### src/rtl/core/assert_macros.svh
// Assertion helpers shared by the core RTL.
`ifndef ASSERT_MACROS_SVH
`define ASSERT_MACROS_SVH

// Clocked on clk, masked while rst_n is low.
`define HJS_ASSERT(lbl, prop, msg) \
  lbl: assert property (@(posedge clk) disable iff (!rst_n) prop) \
    else $error(msg);

// Clocked on clk, checked in reset as well.
`define HJS_ASSERT_RAW(lbl, prop, msg) \
  lbl: assert property (@(posedge clk) prop) \
    else $error(msg);

`endif

### src/rtl/core/hjs_pkg.sv
package hjs_pkg;

  localparam int ACC_FRAC = 48;           // fractional bits of the radical inverse
  localparam int HX_W     = ACC_FRAC + 2; // Horner dividend: base-3 digit over acc
  localparam int JIT_W    = 16;
  localparam int LEFT_W   = 8;
  localparam int ACT_W    = 2;

  localparam logic [LEFT_W-1:0] SETTLE_RST = 8'd16;
  localparam logic [2:0]        BASE3      = 3'd3;

  typedef enum logic [ACT_W-1:0] {
    ACT_PREPARE = 2'd0,
    ACT_FRAME   = 2'd1,
    ACT_CANCEL  = 2'd2
  } hjs_action_t;

  typedef enum logic [1:0] {
    ST_IDLE,
    ST_RUN,
    ST_HOLD
  } hjs_state_t;

  typedef enum logic [1:0] {
    E_IDLE,
    E_DIG,
    E_HORN,
    E_DONE
  } hjs_eng_state_t;

  typedef struct packed {
    logic busy;
    logic done;
  } hjs_eng_stat_t;

endpackage

### src/rtl/core/hjs_in_if.sv
interface hjs_in_if;
  import hjs_pkg::*;

  logic             valid;
  logic             ready;
  logic [ACT_W-1:0] action;
  logic             enable;
  logic             restart;
  logic             settle_ok;

  modport source (output valid, output action, output enable, output restart,
                  output settle_ok, input ready);
  modport sink   (input valid, input action, input enable, input restart,
                  input settle_ok, output ready);
endinterface

### src/rtl/core/hjs_out_if.sv
interface hjs_out_if;
  import hjs_pkg::*;

  logic                    valid;
  logic                    ready;
  logic signed [JIT_W-1:0] jitter_x;
  logic signed [JIT_W-1:0] jitter_y;
  logic                    more_frames;
  logic [LEFT_W-1:0]       frames_left;

  modport source (output valid, output jitter_x, output jitter_y, output more_frames,
                  output frames_left, input ready);
  modport sink   (input valid, input jitter_x, input jitter_y, input more_frames,
                  input frames_left, output ready);
endinterface

### src/rtl/core/hjs_cfg.sv
module hjs_cfg (
  input  logic                      clk,
  input  logic                      rst_n,
  input  logic                      psel,
  input  logic                      penable,
  input  logic                      pwrite,
  input  logic [2:0]                paddr,
  input  logic [31:0]               pwdata,
  output logic [31:0]               prdata,
  output logic                      pready,
  output logic [hjs_pkg::LEFT_W-1:0] settle_frames_o
);
  import hjs_pkg::*;

  // word index bit of the byte address
  localparam logic REG_SETTLE = 1'b0;

  logic              wr_en;
  logic [LEFT_W-1:0] settle_frames_r;

  assign pready = 1'b1;
  assign wr_en  = psel & penable & pwrite & pready;

  always_ff @(posedge clk) begin
    if (!rst_n) begin
      settle_frames_r <= SETTLE_RST;
    end else if (wr_en && paddr[2] == REG_SETTLE) begin
      settle_frames_r <= pwdata[LEFT_W-1:0];
    end
  end

  always_comb begin
    prdata = '0;
    if (paddr[2] == REG_SETTLE) begin
      prdata = {{(32-LEFT_W){1'b0}}, settle_frames_r};
    end
  end

  assign settle_frames_o = settle_frames_r;
endmodule

### src/rtl/core/hjs_div3.sv
// Bit-serial long division by three, dividend MSB first.
module hjs_div3 (
  input  logic       clk,
  input  logic       en_i,
  input  logic       first_i,
  input  logic       bit_i,
  output logic       q_o,
  output logic [1:0] rem_o
);
  import hjs_pkg::*;

  logic [1:0] rem_r;
  logic [1:0] rem_eff;
  logic [2:0] part;

  always_comb begin
    rem_eff = first_i ? 2'd0 : rem_r;
    part    = {rem_eff, bit_i};
    q_o     = (part >= BASE3);
    rem_o   = q_o ? 2'(part - BASE3) : part[1:0];
  end

  always_ff @(posedge clk) begin
    if (en_i) begin
      rem_r <= rem_o;
    end
  end
endmodule

### src/rtl/core/hjs_halton.sv
`include "assert_macros.svh"

// Base-2 and base-3 radical inverse of one sample, one bit per cycle.
// Pass 1: ND division passes over the sample peel off base-3 digits onto a stack;
// the first pass also bit-reverses the sample into the base-2 accumulator.
// Pass 2: Horner over the stacked digits, MS digit first, one divide-by-3 per digit.
module hjs_halton #(
  parameter int SMP_W     = 33,
  parameter int FRAC_BITS = 16
) (
  input  logic                              clk,
  input  logic                              rst_n,
  input  logic                              start_i,
  input  logic [SMP_W-1:0]                  sample_i,
  output hjs_pkg::hjs_eng_stat_t            stat_o,
  output logic signed [hjs_pkg::JIT_W-1:0]  jit_x_o,
  output logic signed [hjs_pkg::JIT_W-1:0]  jit_y_o
);
  import hjs_pkg::*;

  // base-3 digits needed to cover 2^SMP_W (log3(2) rounded up)
  localparam int ND      = (SMP_W * 631) / 1000 + 1;
  localparam int CNT_MAX = (SMP_W > HX_W) ? SMP_W : HX_W;
  localparam int BC_W    = $clog2(CNT_MAX);
  localparam int DC_W    = $clog2(ND);
  localparam int SH      = ACC_FRAC - FRAC_BITS;
  localparam int JW      = (FRAC_BITS + 2 > JIT_W + 1) ? FRAC_BITS + 2 : JIT_W + 1;
  localparam logic signed [JW-1:0] JMAX = JW'(32767);
  localparam logic signed [JW-1:0] JMIN = JW'(-32768);
  localparam logic signed [JW-1:0] HALF = JW'(1 << (FRAC_BITS - 1));

  hjs_eng_state_t e_st_r, e_st_nxt;
  logic [BC_W-1:0] bit_cnt_r;
  logic [DC_W-1:0] dig_cnt_r;

  logic [SMP_W-1:0]    smp_r;
  logic [ACC_FRAC-1:0] a2_r;
  logic [HX_W-1:0]     hx_r;
  logic [2*ND-1:0]     stk_r;

  logic            dig_step, horn_step, last_bit, last_dig, div_first, div_bit;
  logic            div_q;
  logic [1:0]      div_rem;
  logic [HX_W-1:0] hx_eff;

  function automatic logic signed [JIT_W-1:0] jit_of(input logic [ACC_FRAC-1:0] acc);
    logic [FRAC_BITS:0]     rnd;
    logic signed [JW-1:0]   jj;
    logic signed [JIT_W-1:0] res;
    // round half up to FRAC_BITS, center on zero, then saturate to JIT_W
    rnd = {1'b0, acc[ACC_FRAC-1:SH]} + (FRAC_BITS+1)'(acc[SH-1]);
    jj  = $signed(JW'(rnd)) - HALF;
    if (jj > JMAX) begin
      res = JMAX[JIT_W-1:0];
    end else if (jj < JMIN) begin
      res = JMIN[JIT_W-1:0];
    end else begin
      res = jj[JIT_W-1:0];
    end
    return res;
  endfunction

  // next state
  always_comb begin
    e_st_nxt = e_st_r;
    case (e_st_r)
      E_IDLE: if (start_i) e_st_nxt = E_DIG;
      E_DIG:  if (last_bit && last_dig) e_st_nxt = E_HORN;
      E_HORN: if (last_bit && last_dig) e_st_nxt = E_DONE;
      E_DONE: e_st_nxt = E_IDLE;
      default: e_st_nxt = E_IDLE;
    endcase
  end

  // control outputs
  always_comb begin
    dig_step    = 1'b0;
    horn_step   = 1'b0;
    last_bit    = 1'b0;
    stat_o.busy = (e_st_r != E_IDLE);
    stat_o.done = 1'b0;
    case (e_st_r)
      E_DIG: begin
        dig_step = 1'b1;
        last_bit = (bit_cnt_r == BC_W'(SMP_W - 1));
      end
      E_HORN: begin
        horn_step = 1'b1;
        last_bit  = (bit_cnt_r == BC_W'(HX_W - 1));
      end
      E_DONE: stat_o.done = 1'b1;
      default: ;
    endcase
    last_dig  = (dig_cnt_r == DC_W'(ND - 1));
    div_first = (bit_cnt_r == '0);
    // the next digit drops into the two free top bits of the accumulator
    hx_eff    = div_first ? {stk_r[1:0], hx_r[ACC_FRAC-1:0]} : hx_r;
    div_bit   = horn_step ? hx_eff[HX_W-1] : smp_r[SMP_W-1];
  end

  hjs_div3 u_div3 (
    .clk     (clk),
    .en_i    (dig_step | horn_step),
    .first_i (div_first),
    .bit_i   (div_bit),
    .q_o     (div_q),
    .rem_o   (div_rem)
  );

  always_ff @(posedge clk) begin
    if (!rst_n) begin
      e_st_r    <= E_IDLE;
      bit_cnt_r <= '0;
      dig_cnt_r <= '0;
    end else begin
      e_st_r <= e_st_nxt;
      if (e_st_r == E_IDLE) begin
        bit_cnt_r <= '0;
        dig_cnt_r <= '0;
      end else if (dig_step || horn_step) begin
        if (last_bit) begin
          bit_cnt_r <= '0;
          dig_cnt_r <= last_dig ? '0 : dig_cnt_r + DC_W'(1);
        end else begin
          bit_cnt_r <= bit_cnt_r + BC_W'(1);
        end
      end
    end
  end

  always_ff @(posedge clk) begin
    if (e_st_r == E_IDLE && start_i) begin
      smp_r <= sample_i;
      a2_r  <= '0;
      hx_r  <= '0;
    end else if (dig_step) begin
      smp_r <= {smp_r[SMP_W-2:0], div_q};
      if (dig_cnt_r == '0) begin
        a2_r <= {smp_r[SMP_W-1], a2_r[ACC_FRAC-1:1]};
      end
      if (last_bit) begin
        stk_r <= {stk_r[2*ND-3:0], div_rem};
      end
    end else if (horn_step) begin
      hx_r <= {hx_eff[HX_W-2:0], div_q};
      if (div_first) begin
        stk_r <= {2'b00, stk_r[2*ND-1:2]};
      end
    end
  end

  assign jit_x_o = jit_of(a2_r);
  assign jit_y_o = jit_of(hx_r[ACC_FRAC-1:0]);

  `HJS_ASSERT(a_hx_room, (e_st_r == E_HORN && bit_cnt_r == '0) |-> (hx_r[HX_W-1 -: 2] == 2'b00), "horner accumulator overflow")
  `HJS_ASSERT(a_done_pulse, stat_o.done |=> !stat_o.done, "done held longer than one cycle")
  `HJS_ASSERT(a_dig_range, (e_st_r == E_DIG || e_st_r == E_HORN) |-> (dig_cnt_r <= DC_W'(ND - 1)), "digit count out of range")
endmodule

### src/rtl/core/halton_jitter_settle_sequencer.sv
// Sub-pixel jitter sequencer (Halton base 2 / base 3) for temporal anti-aliasing.
// in_s: one request per event (prepare, frame completed, cancel) with valid/ready.
// out_m: one result per request: jitter_x/jitter_y in signed 2^-FRAC_BITS pixel
//   units (0 while disabled), more_frames and frames_left after the event.
// APB port: register 0 at byte 0 is settle_frames (reset 16), read/write, no waits.
// The flag, sequence and countdown update at the accepting edge.
// While enabled, the single bit-serial divide-by-3 unit makes ND passes over the
//   sample, then one 50-bit division per Horner digit; SMP_W = SEQ_BITS+1 (64 at
//   most), ND = floor(SMP_W*0.631)+1. While disabled the engine is not started
//   and the result is loaded from the hold state.
// One request is in flight at a time; in_s.ready rises again once the result has
//   moved into the output register, so the next request overlaps a stalled result.
// A stalled receiver holds the output register; a finished result then waits
//   inside the block and in_s.ready stays low.
// rst_n (synchronous) clears the flag, sequence, countdown and both channels.
`include "assert_macros.svh"

module halton_jitter_settle_sequencer #(
  parameter int SEQ_BITS  = 32,
  parameter int FRAC_BITS = 16
) (
  input  logic        clk,
  input  logic        rst_n,
  hjs_in_if.sink      in_s,
  hjs_out_if.source   out_m,
  input  logic        psel,
  input  logic        penable,
  input  logic        pwrite,
  input  logic [2:0]  paddr,
  input  logic [31:0] pwdata,
  output logic [31:0] prdata,
  output logic        pready
);
  import hjs_pkg::*;

  localparam int SMP_W = (SEQ_BITS < 64) ? SEQ_BITS + 1 : 64;

  hjs_state_t st_r, st_nxt;

  logic                active_r, active_nxt;
  logic [SEQ_BITS-1:0] seq_r, seq_nxt;
  logic [LEFT_W-1:0]   settle_r, settle_nxt;
  logic                start_r;

  logic [LEFT_W-1:0]       settle_frames;
  hjs_eng_stat_t           eng_stat;
  logic signed [JIT_W-1:0] eng_jx, eng_jy;
  logic [SMP_W-1:0]        sample;

  logic                    in_fire, out_load;
  logic                    out_valid_r;
  logic signed [JIT_W-1:0] jx_r, jy_r;
  logic                    more_r;
  logic [LEFT_W-1:0]       left_r;

  hjs_cfg u_cfg (
    .clk             (clk),
    .rst_n           (rst_n),
    .psel            (psel),
    .penable         (penable),
    .pwrite          (pwrite),
    .paddr           (paddr),
    .pwdata          (pwdata),
    .prdata          (prdata),
    .pready          (pready),
    .settle_frames_o (settle_frames)
  );

  // event decode
  always_comb begin
    active_nxt = active_r;
    seq_nxt    = seq_r;
    settle_nxt = settle_r;
    if (in_fire) begin
      case (hjs_action_t'(in_s.action))
        ACT_PREPARE: begin
          active_nxt = in_s.enable;
          if (!in_s.enable) begin
            seq_nxt    = '0;
            settle_nxt = '0;
          end else if (!in_s.settle_ok) begin
            settle_nxt = '0;
          end else if (in_s.restart) begin
            settle_nxt = settle_frames;
          end
        end
        ACT_FRAME: begin
          if (active_r) begin
            seq_nxt = seq_r + SEQ_BITS'(1);
            if (settle_r != '0) begin
              settle_nxt = settle_r - LEFT_W'(1);
            end
          end
        end
        ACT_CANCEL: settle_nxt = '0;
        default: ;
      endcase
    end
  end

  // next state
  always_comb begin
    st_nxt = st_r;
    case (st_r)
      ST_IDLE: if (in_fire) st_nxt = active_nxt ? ST_RUN : ST_HOLD;
      ST_RUN:  if (eng_stat.done) st_nxt = ST_HOLD;
      ST_HOLD: if (out_load) st_nxt = ST_IDLE;
      default: st_nxt = ST_IDLE;
    endcase
  end

  // outputs
  always_comb begin
    in_s.ready = (st_r == ST_IDLE);
    in_fire    = in_s.valid && (st_r == ST_IDLE);
    out_load   = (st_r == ST_HOLD) && (!out_valid_r || out_m.ready);
  end

  assign sample = SMP_W'(seq_r) + SMP_W'(1);

  hjs_halton #(
    .SMP_W     (SMP_W),
    .FRAC_BITS (FRAC_BITS)
  ) u_halton (
    .clk      (clk),
    .rst_n    (rst_n),
    .start_i  (start_r),
    .sample_i (sample),
    .stat_o   (eng_stat),
    .jit_x_o  (eng_jx),
    .jit_y_o  (eng_jy)
  );

  always_ff @(posedge clk) begin
    if (!rst_n) begin
      st_r        <= ST_IDLE;
      active_r    <= 1'b0;
      seq_r       <= '0;
      settle_r    <= '0;
      start_r     <= 1'b0;
      out_valid_r <= 1'b0;
    end else begin
      st_r     <= st_nxt;
      active_r <= active_nxt;
      seq_r    <= seq_nxt;
      settle_r <= settle_nxt;
      start_r  <= in_fire && active_nxt;
      if (out_load) begin
        out_valid_r <= 1'b1;
      end else if (out_m.ready) begin
        out_valid_r <= 1'b0;
      end
    end
  end

  always_ff @(posedge clk) begin
    if (out_load) begin
      jx_r   <= active_r ? eng_jx : '0;
      jy_r   <= active_r ? eng_jy : '0;
      more_r <= active_r && (settle_r != '0);
      left_r <= settle_r;
    end
  end

  assign out_m.valid       = out_valid_r;
  assign out_m.jitter_x    = jx_r;
  assign out_m.jitter_y    = jy_r;
  assign out_m.more_frames = more_r;
  assign out_m.frames_left = left_r;

  `HJS_ASSERT(a_start_run, start_r |-> (st_r == ST_RUN), "engine started outside run state")
  `HJS_ASSERT(a_accept_idle, in_fire |-> !eng_stat.busy, "request accepted while engine busy")
  `HJS_ASSERT(a_zero_off, (out_load && !active_r) |=> (jx_r == '0 && jy_r == '0), "jitter not zero while disabled")
  `HJS_ASSERT(a_more, out_load |=> (more_r == (left_r != '0 && $past(active_r))), "more_frames mismatch")
endmodule
### src/flat_wrapper.sv
// flat-port wrapper written by rule: the top's interface ports become plain ports
module halton_jitter_settle_sequencer_flat import hjs_pkg::*;
#(
  parameter int SEQ_BITS  = 32,
  parameter int FRAC_BITS = 16
)
  (clk, rst_n, psel, penable, pwrite, paddr, pwdata, prdata, pready, in_s_valid, in_s_action, in_s_enable, in_s_restart, in_s_settle_ok, in_s_ready, out_m_valid, out_m_jitter_x, out_m_jitter_y, out_m_more_frames, out_m_frames_left, out_m_ready);
  hjs_in_if in_s_i ();
  hjs_out_if out_m_i ();
  input  logic clk;
  input  logic rst_n;
  input  logic psel;
  input  logic penable;
  input  logic pwrite;
  input  logic [2:0] paddr;
  input  logic [31:0] pwdata;
  output logic [31:0] prdata;
  output logic pready;
  input wire logic [$bits(in_s_i.valid)-1:0] in_s_valid;
  input wire logic [$bits(in_s_i.action)-1:0] in_s_action;
  input wire logic [$bits(in_s_i.enable)-1:0] in_s_enable;
  input wire logic [$bits(in_s_i.restart)-1:0] in_s_restart;
  input wire logic [$bits(in_s_i.settle_ok)-1:0] in_s_settle_ok;
  output wire logic [$bits(in_s_i.ready)-1:0] in_s_ready;
  output wire logic [$bits(out_m_i.valid)-1:0] out_m_valid;
  output wire logic [$bits(out_m_i.jitter_x)-1:0] out_m_jitter_x;
  output wire logic [$bits(out_m_i.jitter_y)-1:0] out_m_jitter_y;
  output wire logic [$bits(out_m_i.more_frames)-1:0] out_m_more_frames;
  output wire logic [$bits(out_m_i.frames_left)-1:0] out_m_frames_left;
  input wire logic [$bits(out_m_i.ready)-1:0] out_m_ready;
  assign in_s_i.valid = in_s_valid;
  assign in_s_i.action = in_s_action;
  assign in_s_i.enable = in_s_enable;
  assign in_s_i.restart = in_s_restart;
  assign in_s_i.settle_ok = in_s_settle_ok;
  assign in_s_ready = in_s_i.ready;
  assign out_m_valid = out_m_i.valid;
  assign out_m_jitter_x = out_m_i.jitter_x;
  assign out_m_jitter_y = out_m_i.jitter_y;
  assign out_m_more_frames = out_m_i.more_frames;
  assign out_m_frames_left = out_m_i.frames_left;
  assign out_m_i.ready = out_m_ready;
  halton_jitter_settle_sequencer #(.SEQ_BITS(SEQ_BITS), .FRAC_BITS(FRAC_BITS)) u_core (.clk(clk), .rst_n(rst_n), .in_s(in_s_i), .out_m(out_m_i), .psel(psel), .penable(penable), .pwrite(pwrite), .paddr(paddr), .pwdata(pwdata), .prdata(prdata), .pready(pready));
endmodule
### config.mk
export PLATFORM = sky130hd
export DESIGN_NAME = halton_jitter_settle_sequencer_flat
export DESIGN_NICKNAME = d
export VERILOG_FILES = /design/src/rtl/core/hjs_pkg.sv /design/src/rtl/core/hjs_in_if.sv /design/src/rtl/core/hjs_out_if.sv /design/src/rtl/core/hjs_cfg.sv /design/src/rtl/core/hjs_div3.sv /design/src/rtl/core/hjs_halton.sv /design/src/rtl/core/halton_jitter_settle_sequencer.sv /design/src/flat_wrapper.sv
export VERILOG_INCLUDE_DIRS = /design/src /design/src/rtl/core
export SDC_FILE = /design/constraint.sdc
export NUM_CORES = 1
export LEC_CHECK = 0
export ABC_AREA = 1
export BUFFER_PORTS_ARGS = -buffer_cell sky130_fd_sc_hd__buf_2
export CAP_MARGIN = 20
export CORE_MARGIN = 8
export CORE_UTILIZATION = 26
export DETAILED_ROUTE_END_ITERATION = 6
export HOLD_SLACK_MARGIN = 0.02
export PLACE_DENSITY_LB_ADDON = 0.12
export SLEW_MARGIN = 5
export SYNTH_ARGS = -nofsm -noshare
export SYNTH_HDL_FRONTEND = slang
export SYNTH_SLANG_ARGS = --single-unit
### constraint.sdc
create_clock -name clk -period 9.4 [get_ports clk]
set_input_delay 0 -clock clk [delete_from_list [all_inputs] [get_ports clk]]
set_output_delay 0 -clock clk [all_outputs]
set_load 0.05 [all_outputs]
* Word level (Yosys, flattened, before mapping)
Cells that the tools add are included. W data, S select, Z words.
Word-level totals: flip-flop bits (word level) 282, input port bits 47, word-level logic and storage cells 141, output and inout port bits 76
Cells by class: add/subtract/negate cells 10, multiplexer cells 43, $lt $le $gt $ge 5, bitwise logic cells 8, reductions and logical operators 33, eq/ne operators 21
Operators with widths (count):
- $mux W42 | 4
- $mux W33 | 2
- $mux W32 | 2
- $pmux W32 S2 | 1
- $mux W50 | 1
- $mux W8 | 6
- $gt A18 B16 Y1 const B | 2
- $lt A18 B16 Y1 const B | 2
- $sub A17 B16 Y18 const B | 2
- $add A16 B1 Y17 | 2
- $add A32 B1 Y33 const B | 1
- $add A32 B1 Y32 const B | 1
- $mux W16 | 2
- $mux W15 | 2
- $pmux W8 S3 | 1
- $mux W2 | 9
- $ne A2 B1 Y1 const B | 7
- $eq A6 B6 Y1 const B | 2
- $reduce_bool A2 Y1 | 5
- $eq A2 B2 Y1 const B | 4
- $mux W1 | 8
- $pmux W2 S4 | 1
- $reduce_and A4 Y1 | 2
- $reduce_bool A8 Y1 | 1
- 27 further kinds | 50

* Longest topological paths before layout
Gate-level depths: netlist of the first run.
depth in word-level cells 7, depth in mapped cells 11, depth with buffers taken out 11

* Modules after synthesis
From an unflattened synthesis of the first run, not the netlist that was laid out.
Second synthesis, totals: cell total of the unflattened synthesis 1588, area, all modules 12532.0 sq um
Modules (own cells, without submodules):
- hjs_halton | cells an instance 875, seq. area each 3853.7 sq um, area an instance 7183.1 sq um, times used 1
- halton_jitter_settle_sequencer | cells an instance 595, seq. area each 2132.0 sq um, area an instance 4525.6 sq um, times used 1
- hjs_cfg | cells an instance 98, seq. area each 160.2 sq um, area an instance 658.1 sq um, times used 1
- hjs_div3 | cells an instance 20, seq. area each 60.1 sq um, area an instance 165.2 sq um, times used 1

* Least setup slack after synthesis of the first run
OpenSTA, ideal clock, no wires.
path type reg-to-reg, from reg u_core.out_valid_r, in the netlist u_core.out_m.valid, to reg u_core.left_r[0], in the netlist u_core.out_m.frames_left[0], enable pin, path slack 5.482 ns, data arrival time 3.428 ns, buffers on the path 0, stages on the path, launching flop included 4, required time 8.910 ns, library setup time 0.490 ns, clock period less this slack 3.918 ns, cells stage by stage dfxtp_1 -> inv_1 -> nor2_1 -> nor3_1
On the way: cells in the longest elaborated chain, start to end 3
Ends and longest elaborated chain:
- start: declaration | RTL line halton_jitter_settle_sequencer.sv:51 | logic out_valid_r;
- start signal: assignment | RTL line halton_jitter_settle_sequencer.sv:141 | out_valid_r <= 1'b0;
- start signal: assignment | RTL line halton_jitter_settle_sequencer.sv:149 | out_valid_r <= 1'b1;
- start signal: assignment | RTL line halton_jitter_settle_sequencer.sv:151 | out_valid_r <= 1'b0;
- $logic_not A1 Y1 | RTL line halton_jitter_settle_sequencer.sv:116 | out_load = (st_r == ST_HOLD) && (!out_valid_r || out_m.ready);
- $logic_or A1 B1 Y1 | RTL line halton_jitter_settle_sequencer.sv:116
- $logic_and A1 B1 Y1 | RTL line halton_jitter_settle_sequencer.sv:116
- via u_core.out_load | RTL line halton_jitter_settle_sequencer.sv:50 | logic in_fire, out_load;
- end signal: assignment | RTL line halton_jitter_settle_sequencer.sv:161 | left_r <= settle_r;
- end: declaration | RTL line halton_jitter_settle_sequencer.sv:54 | logic [LEFT_W-1:0] left_r;
The timed path passes the listed nets, and every way through them passes these cells. A chain may end at the register's enable or synchronous reset.

* Worst setup path after layout of the first run
from reg u_core.u_halton.e_st_r[0], to reg u_core.u_halton.stk_r[25], enable pin
On the way: cells in the longest elaborated chain, start to end 4, elaborated cells on any way between the ends 12, those cells by class eq/ne: 3; mux: 3; bitwise: 1; reduce/logical: 5
Ends and longest elaborated chain:
- start: declaration | RTL line hjs_halton.sv:32 | hjs_eng_state_t e_st_r, e_st_nxt;
- start signal: assignment | RTL line hjs_halton.sv:116 | e_st_r <= e_st_nxt;
- $eq A2 B2 Y1 (tied with other cells) | RTL line hjs_halton.sv:82 | case (e_st_r)
- $pmux W1 S2 (tied with other cells) | RTL line hjs_halton.sv:82
- $ne A2 B1 Y1 (no source line) (tied with other cells)
- $reduce_and A4 Y1 (no source line) *
- end signal: assignment | RTL line hjs_halton.sv:142 | stk_r <= {stk_r[2*ND-3:0], div_rem};
- end signal: assignment | RTL line hjs_halton.sv:147 | stk_r <= {2'b00, stk_r[2*ND-1:2]};
- end: declaration | RTL line hjs_halton.sv:39 | logic [2*ND-1:0] stk_r;
Mark *: on every way between the ends. The rest lies on a longest branch, timed or not.

==> results of run 1 <==
[logic make-up after synthesis]
| logic type | count (synthesis) |
|---|---|
| AO/OA/AOI/OAI | 247 |
| XOR/XNOR | 37 |
| adder cells (fa/ha/maj) | 21 |
| buffers and inverters | 218 |
| flip-flops | 251 |
| multiplexers | 1 |
| other | 2 |
| AND/OR/NAND/NOR | 718 |
[synth_stat cells (2+ instances only)]
cell	instances	area, sq um
nand2_1	363	1360
nor2_1	212	796
dfxtp_1	133	2660
inv_1	132	495
o21ai_0	126	631
edfxtp_1	118	3540
a21oi_1	96	480
nand3_1	93	465
clkbuf_1	42	158
buf_4	26	195
xor2_1	25	219
ha_1	21	263
xnor2_1	12	105
nor3_1	10	50.1
nand4_1	9	56.3
nor2_2	7	43.8
buf_2	6	30.0
or2_2	6	37.5
buf_6	5	56.3
a21oi_2	4	35.0
nand2_2	4	25.0
o211ai_1	4	30.0
o22ai_1	4	25.0
clkinv_1	3	11.3
nand3_2	3	30.0
nand3b_1	3	22.5
nor2_4	3	33.8
o21ai_1	3	15.0
a31oi_1	2	12.5
conb_1	2	7.51
inv_2	2	7.51
nand3_4	2	35.0
[flip-flops by register name (all words and copies together) (netlist names)]
signal and cells:
u_core.u_halton.hx_r 50, u_core.u_halton.stk_r 42, u_core.u_halton.smp_r 33, u_core.seq_r 32, u_core.u_halton.a2_r 17, u_core.out_m.jitter_x 16
u_core.out_m.jitter_y 16, u_core.out_m.frames_left 8, u_core.settle_r 8, u_core.u_cfg.settle_frames_o 8, u_core.u_halton.bit_cnt_r 6, u_core.u_halton.dig_cnt_r 5
u_core.st_r 2, u_core.u_halton.e_st_r 2, u_core.u_halton.u_div3.rem_r 2, u_core.active_r 1, u_core.out_m.more_frames 1, u_core.out_m.valid 1
u_core.start_r 1
[metal layers]
layer / vias to the layer above / GRT usage
met5: - / 0
met1: 4354 / 0.142
met3: 48 / 0.0174
met4: 0 / 0.0309
met2: 110 / 0.174
li1: 4993 / -
[where the power goes]
part,switching (W),leakage (nW),internal [W]
registers,0.000191,2.20,0.00154
clock network,0.000471,0.464,0.000646
logic,0.000579,2.99,0.000288
total,0.00124,5.66,0.00248
[stage by stage]
| stage | cell area (sq um) | hold WS [ns] | worst slack, ns | power, W |
|---|---|---|---|---|
| floorplan | 12100 | 0.138 | 5.48 | 0.00241 |
| global placement | 12900 | 0.287 | 6.31 | 0.00263 |
| detailed placement | 12900 | 0.296 | 6.30 | 0.00263 |
| CTS | 14000 | 0.0258 | 6.26 | 0.00379 |
| global route | 14000 | 0.0935 | 6.07 | 0.00400 |
| finish | 14000 | 0.0649 | 6.44 | 0.00372 |
[path summary, 6_finish.rpt]
check / cells past startpoint / slack, ns / end / from
max: 9 / 6.44 / u_core.u_halton.stk_r[25] / u_core.u_halton.e_st_r[0]
min: 6 / 0.06 / u_core.settle_r[5] / in_s_settle_ok
max reg2reg: 9 / 6.44 / u_core.u_halton.stk_r[25] / u_core.u_halton.e_st_r[0]
min reg2reg: 0 / 0.46 / u_core.out_m.frames_left[1] / u_core.settle_r[1]
[critical path, cell delays in order, from the launching register on]
cell	delay, ns
dfxtp_1	0.34
inv_1	0.09
ha_2	0.82
nand3_1	0.14
nand2_1	0.14
nand2_1	0.17
inv_1	0.19
o211ai_1	0.10
inv_1	0.10
buf_4	0.46
[repair_timing]
item / CTS / global route
hold endpoints to repair: 24 / 0
hold buffers: 22 / 0
resized for setup: 0 / 0
endpoints found under the setup margin: 0 / 0
buffers inserted: 0 / 0
[area by class of cell]
type / instances / area (sq um)
Clock buffer: 47 / 887
Clock inverter: 11 / 53.8
Fill cell: 4961 / 32100
Inverter: 137 / 514
Multi-Input combinational cell: 1049 / 4970
Sequential cell: 251 / 6210
Tap cell: 607 / 759
Timing Repair Buffer: 102 / 643
==> results by group, run 1 <==
Yosys
  • Xor/xnor share of the synthesized area: 0.0269
  • Syn. warnings: 0
  • Synth Instances: ~1500
  • Avg Cell Area, Syn: 8.06 sq um
  • Asr flop ratio synth: 0
  • Proportion of synthesized area in mux cells: 0.000830
  • Synth Flop Type: dfxtp_1
  • Simple-gate portion of the synthesized area: 0.247
  • Area share of fa/ha/maj cells after synthesis: 0.0218
  • Cell Area, Synth: between 10000 and 15000 sq um
  • Distinct cells, synth: between 40 and 50
  • Synth Area in Compound Gates: 0.108
  • EDFF count, synth: between 100 and 150
  • Post-synthesis sequential area ratio: 0.515
  • Register bit total from synthesis: between 200 and 300
  • Largest family of logic cells by synthesized area: simple AND/OR/NAND/NOR gates

Global route
  • First-pass GRT wire length: 48000 microns
  • Total GRT Usage: 0.106
  • Pin count of the biggest net entering global routing: a little over 100
  • Remaining Overflow, GRT: 0
  • Initial antenna violation count: 0
  • Vias in the first global route: 9328

Floorplanning
  • Die Width: about 230 microns
  • DIE AREA: about 54000 sq um
  • # rows: between 70 and 80
  • Core ar.: roughly 46000 sq um
  • # IOs: between 100 and 150
  • Die Ht: between 200 and 250 microns
  • Starting Density: 0.261

Drt
  • Vias per cell: 4.31
  • Drt drc: 0
  • DRT iter0 DRCs: roughly 600
  • Drt first pass iters: 5
  • Met2 Wirelength: 12900 microns
  • Routed wl met3: between 1000 and 1500 microns
  • Post-Route M1 WL: 14000 microns
  • Routed via count: 9505
  • Total wire length: around 29000 microns
  • DRT antenna net count: 0
  • Wirelength per Cell: between 10 and 15 microns
  • Max layer used: met4

Clock network
  • Num Clock Sinks: ~250
  • CTS root buf: clkbuf_16
  • Maximum buffer depth of the clock tree: 3
  • Clock transition at path regs: around 0.060 ns
  • TritonCTS buffer count: 31
  • CTS tree: built
  • Clock Latency Late Sink: 0.57 ns
  • Htree depth: 1

Final layout
  • Layout cell share with drive strength beyond 1: 0.0983
  • Ant diodes: 0
  • Non-Filler Instances: about 2200
  • Most frequent cells in the layout: 362 x nand2_1, 212 x nor2_1, 133 x dfxtp_1
  • Most common cell after layout, fill and taps aside: nand2_1
  • Final core occ: 0.304
  • Post-layout net count: about 1600
  • Area grow syn2layout: 16.5%

STA
  • Slew Limit Fails: 0
  • Final setup vio count: 0
  • Crit path time final: 2.96 ns
  • FMAX: about 0.34 GHz
  • Final Hold Viols: 0
  • Tcrit/Tclk final: 0.315
  • Worst Tran Pin Value: 1.01 ns
  • Final setup TNS: 0 ns
  • Slew margin rel.: 0.328
  • Clk_skew: between 0.01 and 0.015 ns
  • RSZ-0062 raised after global routing: false

Job
  • Maximum Capacitance Violations: 0

Setup path
  • Worst EP arrival: around 3.2 ns
  • Startpoint types: flip-flop
  • Setup CP Type: reg -> reg
  • Worst Path Required: about 9.6 ns
  • Crit-path max FO: between 50 and 60
  • Worst setup EP type: flip-flop

Power
  • Power density cells: about 260 nW/um^2
  • VDD IR max: around 0.14 mV
  • Leakage power: between 5 and 6 nW

Worst hold path
  • Hold Path Class: in -> reg

Placement
  • Final GP Congestion: a little under 0.8
  • Placed cells: between 2000 and 2500
  • Number of port buffers: approximately 70
  • Post-DP HPWL: approximately 19000 microns

Outcome
  • Status: complete, no violations
Power figures use the tool's default switching activity.
==> inputs of run 2 (changes only) <==
Clock period 9.4 ns to 3.05 ns, I/O delays scaled along.
==> results by group, run 2 (same netlist as run 1, synthesis figures left out) <==
Placement
  • Post-DP HPWL: about 19000 microns
  • Final GP Congestion: about 0.83
  • Number of port buffers: 71
  • Placed inst area: about 13000 sq um
  • Setup slack at placement: about 0.76 ns

STA
  • Crit path time final: between 2 and 2.5 ns
  • Slew margin rel.: 0.480
  • FMAX: between 0.4 and 0.5 GHz
  • Setup ws final: a little over 0.7 ns
  • Final setup vio count: 0
  • Final setup TNS: 0 ns
  • RSZ-0062 raised after global routing: false
  • Tcrit/Tclk final: 0.761
  • Slew Limit Fails: 0
  • Final Hold Viols: 0
  • Worst Tran Pin Value: roughly 0.77 ns
  • Clk_skew: ~0.027 ns

Outcome
  • Status: complete, no violations

Power
  • Power density cells: roughly 800 nW/um^2
  • Tot Pwr: 0.0116 W
  • VDD IR max: approximately 0.44 mV
  • Leakage power: ~5.7 nW

Clock network
  • Clock transition at path regs: around 0.060 ns
  • CTS root buf: clkbuf_16
  • Postcts setup bufs: 0
  • Num Clock Sinks: approximately 250
  • CTS tree: built
  • TritonCTS buffer count: 30
  • Clock Latency Late Sink: 0.56 ns
  • Htree depth: 1
  • Post-cts sizing count: 0
  • Maximum buffer depth of the clock tree: 3

Final layout
  • Post-layout net count: 1647
  • Max FFs per register: 50
  • Most frequent cells in the layout: 362 x nand2_1, 212 x nor2_1, 133 x dfxtp_1
  • Largest reg by FF count: u_core.u_halton.hx_r
  • Largest regs: u_core.u_halton.hx_r x50, u_core.u_halton.stk_r x42, u_core.u_halton.smp_r x33
  • Final instance area: between 10000 and 15000 sq um
  • Area grow syn2layout: 17.5%
  • Ant diodes: 0
  • Most common cell after layout, fill and taps aside: nand2_1
  • Layout cell share with drive strength beyond 1: 0.105

Global route
  • Pin count of the biggest net entering global routing: between 50 and 60
  • Initial antenna violation count: 0
  • First-pass GRT wire length: about 49000 microns
  • Remaining Overflow, GRT: 0
  • Total GRT Usage: 0.107
  • Most used routing layer: met2
  • Grt met2 use: 0.173
  • Vias in the first global route: 9470
  • GR Layer Usage met1: 0.145
  • GR Util met3: 0.0166

Setup path
  • Worst Path Required: 3.28 ns
  • Crit-path max FO: 42
  • Worst setup EP type: flip-flop
  • Startpoint types: flip-flop
  • Worst EP arrival: 2.55 ns
  • Setup CP Type: reg -> reg

Floorplanning
  • DIE AREA: about 54000 sq um
  • Die Ht: 231 microns
  • Starting Density: 0.261
  • # rows: between 70 and 80
  • # IOs: approximately 120
  • Die Width: 231 microns
  • Core ar.: around 46000 sq um

Drt
  • Drt drc: 0
  • Vias per cell: approximately 4.3
  • Wirelength per Cell: 13.1 microns
  • DRT antenna net count: 0
  • Total wire length: just under 30000 microns
  • Routed via count: 9557
  • Drt first pass iters: 5
  • DRT iter0 DRCs: roughly 600

Job
  • Maximum Capacitance Violations: 0

Worst hold path
  • Hold Path Class: in -> reg
run 2: repair_timing:
action / in CTS / in global routing
hold endpoints to repair: 24 / 0
endpoints found under the setup margin: 0 / 0
hold buffers: 23 / 0
run 2: final cells by class:
class                           count  area [sq um]
Clock inverter                      7          36.3
Timing Repair Buffer              110           731
Clock buffer                       49           933
Sequential cell                   251          6210
Tap cell                          607           759
Inverter                          137           514
Fill cell                        4927         32000
Multi-Input combinational cell   1049          4980
run 2: path summary, 6_finish.rpt:
check | from | end | slack, ns | cells after the start
max reg2reg | u_core.u_halton.e_st_r[0] | u_core.u_halton.stk_r[4] | 0.73 | 9
min reg2reg | u_core.settle_r[6] | u_core.out_m.frames_left[6] | 0.47 | 0
max | u_core.u_halton.e_st_r[0] | u_core.u_halton.stk_r[4] | 0.73 | 9
min | pwrite | u_core.u_cfg.settle_frames_o[7] | 0.07 | 3
run 2: worst max-delay path, cell delays in order, from the launching register on:
cell	delay, ns
dfxtp_1	0.39
inv_1	0.08
ha_1	0.43
nand2_1	0.08
nor2_1	0.13
nand2_1	0.17
inv_1	0.20
o211ai_1	0.11
inv_1	0.12
buf_12	0.24
run 2: where the power goes:
| part | leakage (nW) | switching (W) | total (W) | internal, W |
|---|---|---|---|---|
| Combinational | 3.03 | 0.00180 | 0.00272 | 0.000918 |
| Sequential | 2.20 | 0.000596 | 0.00535 | 0.00475 |
| Clock | 0.479 | 0.00142 | 0.00349 | 0.00207 |
run 2: through the flow:
step	util	hold WS [ns]	instances
5_1_grt	0.307	0.114	2210
6_report	0.307	0.0701	2210
3_3_place_gp	0.281	0.291	2131
4_1_cts	0.307	0.0303	2210
3_5_place_dp	0.281	0.288	2131
2_1_floorplan	-	0.138	1518
run 2: layer usage:
metal  vias to the layer above  part of all wire
li1                       5003                 -
met4                         0             0.027
met3                        42             0.037
met5                         -                 0
met2                       144              0.45
met1                      4368              0.49
